$ cat config.mk
export PLATFORM = sky130hd
export DESIGN_NAME = accel_fall_detector
export DESIGN_NICKNAME = d
export VERILOG_FILES = /design/src/afd_pkg.sv /design/src/afd_mac.sv /design/src/afd_isqrt.sv /design/src/accel_fall_detector.sv
export VERILOG_INCLUDE_DIRS = /design/src /design/src/src
export SDC_FILE = /design/constraint.sdc
export NUM_CORES = 2
export LEC_CHECK = 0
export BUFFER_PORTS_ARGS = -buffer_cell sky130_fd_sc_hd__clkbuf_2
export CORE_ASPECT_RATIO = 1.4
export CORE_MARGIN = 8
export CORE_UTILIZATION = 30
export CTS_BUF_LIST = sky130_fd_sc_hd__clkbuf_4
export CTS_CLUSTER_SIZE = 14
export DETAILED_ROUTE_END_ITERATION = 6
export PLACE_DENSITY_LB_ADDON = 0.08
export SYNTH_ARGS = -nofsm -noshare
export SYNTH_HDL_FRONTEND = slang
export SYNTH_HIERARCHICAL = 1
export SYNTH_SLANG_ARGS = --single-unit
$ cat constraint.sdc
create_clock -name clk -period 11.5 [get_ports clk]
set_input_delay 0.575 -clock clk [delete_from_list [all_inputs] [get_ports clk]]
set_output_delay 0.575 -clock clk [all_outputs]
set_load 0.02 [all_outputs]
$ cat src/accel_fall_detector_assert.svh
// Assertion macros shared by the fall detector RTL.
`ifndef ACCEL_FALL_DETECTOR_ASSERT_SVH
`define ACCEL_FALL_DETECTOR_ASSERT_SVH

// Same-cycle implication, sampled on clk, off while rst is high.
`define AFD_ASSERT_NOW(label, ante, cons) \
  label: assert property (@(posedge clk) disable iff (rst) (ante) |-> (cons)) \
    else $error("fall detector assertion failed");

// Next-cycle implication, sampled on clk, off while rst is high.
`define AFD_ASSERT_NEXT(label, ante, cons) \
  label: assert property (@(posedge clk) disable iff (rst) (ante) |=> (cons)) \
    else $error("fall detector assertion failed");

`endif

$ cat src/afd_pkg.sv
// Shared types and constants for the accelerometer fall detector.
`default_nettype none
package afd_pkg;

  localparam int CfgIdxW = 2;
  localparam int CfgDataW = 16;

  localparam logic [8:0]  AlphaReset   = 9'd77;
  localparam logic [8:0]  AlphaFull    = 9'd256;
  localparam logic [15:0] FfThrReset   = 16'd1024;
  localparam logic [15:0] ImpThrReset  = 16'd6144;
  localparam logic [15:0] FfMinReset   = 16'd200;
  localparam logic [23:0] LevelReset   = 24'd524288;

  // Square-root unit: one result bit per iteration.
  localparam int RootIters = 16;
  localparam logic [3:0] RootLastIter = 4'(RootIters - 1);

  typedef enum logic [CfgIdxW-1:0] {
    REG_EMA_ALPHA = 2'd0,
    REG_FF_THR    = 2'd1,
    REG_IMP_THR   = 2'd2,
    REG_FF_MIN    = 2'd3
  } cfg_reg_e;

  typedef enum logic [2:0] {
    ST_IDLE,
    ST_SQUARE,
    ST_ROOT_START,
    ST_ROOT_WAIT,
    ST_EMA,
    ST_UPDATE
  } state_e;

  typedef struct packed {
    logic signed [15:0] accel_x;
    logic signed [15:0] accel_y;
    logic signed [15:0] accel_z;
    logic [31:0]        time_ms;
  } in_item_t;

  typedef struct packed {
    logic [15:0] smoothed_level;
    logic        falling;
    logic        long_freefall;
    logic        impact_now;
    logic        fall_seen;
  } out_item_t;

  typedef struct packed {
    logic en;
    logic clear;
  } mac_ctrl_t;

endpackage
`default_nettype wire

$ cat src/afd_mac.sv
// Shared multiply-accumulate unit for squares and the moving average.
`default_nettype none
module afd_mac (
  input  wire logic              clk,
  input  wire afd_pkg::mac_ctrl_t ctrl,
  input  wire logic [23:0]       a,
  input  wire logic [15:0]       b,
  output logic [33:0]            acc
);
  import afd_pkg::*;

  logic [33:0] product;
  logic [33:0] acc_next;

  // Every product used here stays below 2^33, so 34 bits hold it.
  assign product = 34'(a) * 34'(b);

  always_comb begin
    if (ctrl.clear) begin
      acc_next = product;
    end else begin
      acc_next = acc + product;
    end
  end

  always_ff @(posedge clk) begin
    if (ctrl.en) begin
      acc <= acc_next;
    end
  end

endmodule
`default_nettype wire

$ cat src/afd_isqrt.sv
// Iterative integer square root, one result bit per cycle.
`default_nettype none
module afd_isqrt (
  input  wire logic        clk,
  input  wire logic        rst,
  input  wire logic        start,
  input  wire logic [31:0] radicand,
  output logic             busy,
  output logic [15:0]      root
);
  import afd_pkg::*;

  logic [31:0] rem;
  logic [31:0] acc_root;
  logic [31:0] bitpos;
  logic [3:0]  iter;
  logic [31:0] trial;
  logic        fits;

  assign trial = acc_root + bitpos;
  assign fits  = rem >= trial;
  assign root  = acc_root[15:0];

  always_ff @(posedge clk) begin
    if (rst) begin
      busy <= 1'b0;
      iter <= 4'd0;
    end else if (start) begin
      busy <= 1'b1;
      iter <= 4'd0;
    end else if (busy) begin
      iter <= iter + 4'd1;
      if (iter == RootLastIter) begin
        busy <= 1'b0;
      end
    end
  end

  always_ff @(posedge clk) begin
    if (start) begin
      rem      <= radicand;
      acc_root <= 32'd0;
      bitpos   <= 32'h4000_0000;
    end else if (busy) begin
      if (fits) begin
        rem      <= rem - trial;
        acc_root <= (acc_root >> 1) + bitpos;
      end else begin
        acc_root <= acc_root >> 1;
      end
      bitpos <= bitpos >> 2;
    end
  end

endmodule
`default_nettype wire

$ cat src/accel_fall_detector.sv
// Top level of the accelerometer free-fall and impact detector.
//
// Input channel (in_valid, in_stall, in_data): one word per sample with
// three signed axes at 2048 LSB per g and a millisecond timestamp.
// Output channel (out_valid, out_stall, out_data): one word per sample with
// the smoothed magnitude and the free-fall, long free-fall, impact and
// sticky fall flags. Configuration (cfg_valid, cfg_ready, cfg_index,
// cfg_data) is always ready; the user must write it only between samples,
// which the block does not enforce. Each sample passes from acceptance
// to the next acceptance through three multiply-accumulate steps for the
// sum of squares, one load and sixteen iterations of the square-root unit
// plus a check that it has finished, two multiply-accumulate steps for the
// moving average and an update step that registers the result word.
// in_stall is high while a sample is being processed. A stalled result
// stays in the output register; a new sample is still taken, but its
// update waits until the earlier result word has been taken.
// Synchronous reset restores default registers, a level of one g, and
// clears free-fall, the fall flag and the output valid.
`default_nettype none
module accel_fall_detector (
  input  wire logic                            clk,
  input  wire logic                            rst,
  input  wire logic                            in_valid,
  output logic                                 in_stall,
  input  wire afd_pkg::in_item_t               in_data,
  output logic                                 out_valid,
  input  wire logic                            out_stall,
  output afd_pkg::out_item_t                   out_data,
  input  wire logic                            cfg_valid,
  output logic                                 cfg_ready,
  input  wire logic [afd_pkg::CfgIdxW-1:0]     cfg_index,
  input  wire logic [afd_pkg::CfgDataW-1:0]    cfg_data
);
  import afd_pkg::*;

  // Configuration registers.
  logic [8:0]  ema_alpha_q8;
  logic [15:0] freefall_threshold;
  logic [15:0] impact_threshold;
  logic [15:0] freefall_min_ms;

  // Detector state.
  logic [23:0] filtered_level;
  logic        freefall_active;
  logic [31:0] freefall_begin_ms;
  logic        fall_latched;

  // Sample held while it is processed.
  logic [15:0] abs_x;
  logic [15:0] abs_y;
  logic [15:0] abs_z;
  logic [31:0] sample_ms;

  state_e      state;
  state_e      state_next;
  logic [1:0]  step;

  mac_ctrl_t   mac_ctrl;
  logic [23:0] mac_a;
  logic [15:0] mac_b;
  logic [33:0] mac_acc;

  logic        sqrt_start;
  logic        sqrt_busy;
  logic [15:0] sqrt_root;

  logic        in_take;
  logic        out_free;
  logic        do_update;

  logic [8:0]  alpha_eff;
  logic [8:0]  alpha_inv;
  logic [23:0] level_new;
  logic        below_ff;
  logic        above_imp;
  logic        long_now;
  logic        impact;
  logic [31:0] elapsed;
  logic [15:0] ux;
  logic [15:0] uy;
  logic [15:0] uz;

  assign cfg_ready = 1'b1;
  assign in_take   = in_valid && !in_stall;
  assign out_free  = !out_valid || !out_stall;

  assign ux = in_data.accel_x;
  assign uy = in_data.accel_y;
  assign uz = in_data.accel_z;

  // Alpha above one is clamped so the level follows the magnitude.
  assign alpha_eff = (ema_alpha_q8 > AlphaFull) ? AlphaFull : ema_alpha_q8;
  assign alpha_inv = AlphaFull - alpha_eff;

  assign level_new = mac_acc[31:8];
  assign below_ff  = level_new < {freefall_threshold, 8'd0};
  assign above_imp = level_new > {impact_threshold, 8'd0};
  assign elapsed   = sample_ms - freefall_begin_ms;
  assign long_now  = below_ff && freefall_active && (elapsed > {16'd0, freefall_min_ms});
  assign impact    = !below_ff && freefall_active && above_imp;

  afd_mac u_mac (
    .clk  (clk),
    .ctrl (mac_ctrl),
    .a    (mac_a),
    .b    (mac_b),
    .acc  (mac_acc)
  );

  afd_isqrt u_isqrt (
    .clk      (clk),
    .rst      (rst),
    .start    (sqrt_start),
    .radicand (mac_acc[31:0]),
    .busy     (sqrt_busy),
    .root     (sqrt_root)
  );

  always_comb begin
    state_next = state;
    unique case (state)
      ST_IDLE: begin
        if (in_valid) begin
          state_next = ST_SQUARE;
        end
      end
      ST_SQUARE: begin
        if (step == 2'd2) begin
          state_next = ST_ROOT_START;
        end
      end
      ST_ROOT_START: begin
        state_next = ST_ROOT_WAIT;
      end
      ST_ROOT_WAIT: begin
        if (!sqrt_busy) begin
          state_next = ST_EMA;
        end
      end
      ST_EMA: begin
        if (step == 2'd1) begin
          state_next = ST_UPDATE;
        end
      end
      ST_UPDATE: begin
        if (out_free) begin
          state_next = ST_IDLE;
        end
      end
      default: state_next = ST_IDLE;
    endcase
  end

  always_comb begin
    in_stall   = 1'b1;
    mac_ctrl   = '0;
    mac_a      = 24'd0;
    mac_b      = 16'd0;
    sqrt_start = 1'b0;
    do_update  = 1'b0;
    unique case (state)
      ST_IDLE: begin
        in_stall = 1'b0;
      end
      ST_SQUARE: begin
        mac_ctrl.en    = 1'b1;
        mac_ctrl.clear = (step == 2'd0);
        case (step)
          2'd0: begin
            mac_a = {8'd0, abs_x};
            mac_b = abs_x;
          end
          2'd1: begin
            mac_a = {8'd0, abs_y};
            mac_b = abs_y;
          end
          default: begin
            mac_a = {8'd0, abs_z};
            mac_b = abs_z;
          end
        endcase
      end
      ST_ROOT_START: begin
        sqrt_start = 1'b1;
      end
      ST_ROOT_WAIT: begin
        in_stall = 1'b1;
      end
      ST_EMA: begin
        mac_ctrl.en = 1'b1;
        if (step == 2'd0) begin
          mac_ctrl.clear = 1'b1;
          mac_a = {sqrt_root, 8'd0};
          mac_b = {7'd0, alpha_eff};
        end else begin
          mac_a = filtered_level;
          mac_b = {7'd0, alpha_inv};
        end
      end
      ST_UPDATE: begin
        do_update = out_free;
      end
      default: in_stall = 1'b1;
    endcase
  end

  always_ff @(posedge clk) begin
    if (rst) begin
      state <= ST_IDLE;
      step  <= 2'd0;
    end else begin
      state <= state_next;
      if (state_next != state) begin
        step <= 2'd0;
      end else begin
        step <= step + 2'd1;
      end
    end
  end

  always_ff @(posedge clk) begin
    if (rst) begin
      ema_alpha_q8       <= AlphaReset;
      freefall_threshold <= FfThrReset;
      impact_threshold   <= ImpThrReset;
      freefall_min_ms    <= FfMinReset;
    end else if (cfg_valid && cfg_ready) begin
      unique case (cfg_reg_e'(cfg_index))
        REG_EMA_ALPHA: ema_alpha_q8       <= cfg_data[8:0];
        REG_FF_THR:    freefall_threshold <= cfg_data;
        REG_IMP_THR:   impact_threshold   <= cfg_data;
        REG_FF_MIN:    freefall_min_ms    <= cfg_data;
        default: ;
      endcase
    end
  end

  // Magnitudes of the axes; the most negative value maps to 32768.
  always_ff @(posedge clk) begin
    if (in_take) begin
      abs_x     <= ux[15] ? 16'(~ux + 16'd1) : ux;
      abs_y     <= uy[15] ? 16'(~uy + 16'd1) : uy;
      abs_z     <= uz[15] ? 16'(~uz + 16'd1) : uz;
      sample_ms <= in_data.time_ms;
    end
  end

  always_ff @(posedge clk) begin
    if (rst) begin
      filtered_level    <= LevelReset;
      freefall_active   <= 1'b0;
      freefall_begin_ms <= 32'd0;
      fall_latched      <= 1'b0;
    end else if (do_update) begin
      filtered_level <= level_new;
      if (below_ff) begin
        if (!freefall_active) begin
          freefall_begin_ms <= sample_ms;
        end
        freefall_active <= 1'b1;
      end else begin
        freefall_active <= 1'b0;
        if (impact) begin
          fall_latched <= 1'b1;
        end
      end
    end
  end

  always_ff @(posedge clk) begin
    if (rst) begin
      out_valid <= 1'b0;
    end else if (do_update) begin
      out_valid <= 1'b1;
    end else if (!out_stall) begin
      out_valid <= 1'b0;
    end
  end

  always_ff @(posedge clk) begin
    if (do_update) begin
      out_data.smoothed_level <= level_new[23:8];
      out_data.falling        <= below_ff;
      out_data.long_freefall  <= long_now;
      out_data.impact_now     <= impact;
      out_data.fall_seen      <= fall_latched || impact;
    end
  end

`include "accel_fall_detector_assert.svh"

  `AFD_ASSERT_NEXT(a_accept_starts_squares, in_valid && !in_stall, state == ST_SQUARE)
  `AFD_ASSERT_NOW(a_root_busy_only_waiting, sqrt_busy, state == ST_ROOT_WAIT)
  `AFD_ASSERT_NOW(a_impact_sets_flag, out_valid && out_data.impact_now, out_data.fall_seen)
  `AFD_ASSERT_NOW(a_long_needs_falling, out_valid && out_data.long_freefall, out_data.falling)

endmodule
`default_nettype wire

==> impl_metrics.json <==
{
  "status": "finished clean",
  "syn_area_per_cell_sq_um": 8.74,
  "cts_setup_buffers": 0,
  "layout_min_cycle_time_ns": 10.31,
  "place.port_buffers": 124,
  "max_cap_viol_count": 0,
  "r2r-end": "u_mac/acc[31]$_DFFE_PP_",
  "via_per_inst": 4.88,
  "power.density_nw_per_um2": 143,
  "syn_inst": 3802,
  "slew_headroom_pct": 25.6,
  "io_pins": 126,
  "syn_area_sq_um": 33200,
  "worst_ir_drop_vdd_v": 0.0000651,
  "clk_pin_slew_ns": 0.07,
  "reg2regPathDepth": 33,
  "num_vias": 27100,
  "r2r-start": "state[2]$_SDFF_PP0_",
  "area_growth_pct": 13.6,
  "arrival_ns": 10.92,
  "finalSetupTns_ns": 0,
  "instances_no_fill": 5551,
  "ff2ff_setup_slack_ns": 1.19,
  "grt.overflow.total": 0,
  "path_common_cell": "fa_1",
  "synth-warning-count": 6,
  "die_height_um": 410,
  "final.period_utilization_pct": 89.7,
  "drt_wl_total_mm": 111,
  "clkLatencyLatePin_ns": 0.93,
  "grt_usage_pct": 17.9,
  "cts_buffer_depth": 3,
  "min-delay-start": "in_data[49]",
  "final_antenna_net_count": 0,
  "layout.nets": 4660,
  "power.leakage_uw": 0.0161,
  "clockRootBuffer": "clkbuf_4",
  "worstHoldEndpoint": "abs_y[5]$_DFFE_PP_",
  "core_sq_um": 110000,
  "dp.cells": 5263,
  "whs_path_depth": 3,
  "fmax_mhz": 97.0,
  "rows": 144,
  "grt_pass1_vias": 29000,
  "gp_congestion": 0.826,
  "end_kind": "flip-flop",
  "hold_viol_final": 0,
  "crit_path_start_kind": "flip-flop",
  "dr.pass1.iters": 7,
  "drive_gt1_share_pct": 10.7,
  "setup_viol": 0,
  "critPathRequiredTime_ns": 12.11,
  "grt_pass1_wl_mm": 172,
  "cpMaxStageDelayCell": "or3b_2",
  "hold_class": "input port to flip-flop",
  "dpl.hpwl_mm": 86.4,
  "wl_per_cell_um": 20.0,
  "antenna_found_initial": 4,
  "grt_setup_unrepaired": "no",
  "fin_worst_skew_ns": 0.0855,
  "critPathMaxFanout": 28,
  "die_x_um": 297,
  "drc": 0,
  "die-area_sq_um": 122000,
  "cts.sinks": 338,
  "slowest_delay_ns": 0.82,
  "cts_made_buffers": 100,
  "grt_start_max_net_pins": 87,
  "crit_start": "state[2]$_SDFF_PP0_",
  "tightest_slew_ns": 1.11,
  "first_iter_violations": 1271,
  "critPathKind": "flip-flop to flip-flop",
  "initial_core_util_pct": 30.2,
  "cts_tree": "built",
  "slew_violations": 0,
  "cts_max_level": 3,
  "synth_fp_nets": 4460
}
## cell type report
| type | instances | area, sq um |
|---|---|---|
| clock inverter | 38 | 209 |
| antenna | 4 | 10.0 |
| timing repair buffer | 280 | 2040 |
| clock buffer | 149 | 1120 |
| fill | 11600 | 72200 |
| multi-input combinational | 2822 | 22400 |
| tap | 1460 | 1830 |
| inverter | 460 | 1730 |
| sequential | 338 | 8410 |
## registers in the layout (all words and copies together) (netlist names), 4 cells and up
signal and count:
abs_x 16, abs_y 16, abs_z 16, ema_alpha_q8 9, filtered_level 24, freefall_begin_ms 32, freefall_min_ms 16, freefall_threshold 16
impact_threshold 16, out_data 20, sample_ms 32, u_isqrt/acc_root 32, u_isqrt/bitpos 16, u_isqrt/iter 4, u_isqrt/rem 32, u_mac/acc 32
## cell usage in the layout (no fill, tap or decap), types with 17 or more instances in the layout
| master | instances |
|---|---|
| dfxtp_1 | 173 |
| a211oi_1 | 19 |
| fa_1 | 290 |
| a22oi_1 | 17 |
| clkbuf_2 | 123 |
| nand3_1 | 37 |
| xnor2_1 | 115 |
| edfxtp_1 | 164 |
| o21a_1 | 26 |
| a31oi_1 | 37 |
| xor2_1 | 65 |
| inv_1 | 459 |
| ha_1 | 264 |
| o31ai_1 | 24 |
| clkinv_1 | 26 |
| nand2_1 | 623 |
| mux2i_1 | 81 |
| and2_1 | 144 |
| o21bai_1 | 26 |
| clkbuf_4 | 149 |
| buf_4 | 60 |
| nand4_1 | 30 |
| nor2_1 | 195 |
| a21oi_1 | 219 |
| nor3_1 | 35 |
| nand2b_1 | 24 |
| or3_1 | 26 |
| nor2b_1 | 28 |
| dlygate4sd3_1 | 97 |
| and3_1 | 17 |
| o21ai_0 | 163 |
| a21o_1 | 60 |
## worst max-delay path by stage
stage	endpoint	slack, ns	cells past startpoint
3_5_place_dp	u_mac/acc[31]$_DFFE_PP_	1.27	33
5_1_grt	u_mac/acc[31]$_DFFE_PP_	0.68	33
3_3_place_gp	u_mac/acc[31]$_DFFE_PP_	1.48	33
2_1_floorplan	u_mac/acc[31]$_DFFE_PP_	2.54	35
4_1_cts	u_mac/acc[31]$_DFFE_PP_	1.14	33
6_report	u_mac/acc[31]$_DFFE_PP_	1.19	33
## report_power, final
part / leakage [uW] / switching [uW] / internal, uW / total, uW
Sequential: 0.00296 / 255 / 1470 / 1730
Clock: 0.000788 / 599 / 621 / 1220
Combinational: 0.0124 / 1480 / 973 / 2450
Total: 0.0161 / 2330 / 3070 / 5400
## what timing repair did
action / in CTS / in global routing
gates resized for setup: 0 / 0
hold endpoints to repair: 136 / 0
hold buffers: 97 / 0
## through the flow
stage	total power, uW	utilization, %	hold slack, ns	instance area [sq um]	setup WS (ns)
3_3_place_gp	4210	32.2	0.438	35400	1.48
2_1_floorplan	3420	-	0.417	33200	2.54
5_1_grt	5840	34.3	0.0743	37700	0.682
4_1_cts	5500	34.3	0.0213	37700	1.14
3_5_place_dp	4190	32.2	0.435	35400	1.27
6_report	5400	34.3	0.155	37700	1.19
## worst max-delay path: cells and delay by family (launching register included)
family / cells / cell delay, ns
AO/OA/AOI/OAI: 12 / 2.63
XOR/XNOR: 1 / 0.11
adder cells (fa/ha/maj): 8 / 3.69
buffers and inverters: 5 / 0.26
flip-flops: 1 / 0.62
AND/OR/NAND/NOR: 7 / 2.66
## metal layers
metal / vias up / wire [um] / GRT usage [%] / part of all wire, %
met1: 13200 / 45000 / 20.3 / 41
met2: 477 / 60200 / 34.7 / 54
li1: 13200 / - / - / -
met3: 147 / 3410 / 2.18 / 3.1
met4: 0 / 2490 / 5.33 / 2.2
met5: - / 0 / 0 / 0
Power figures use the tool's default switching activity.
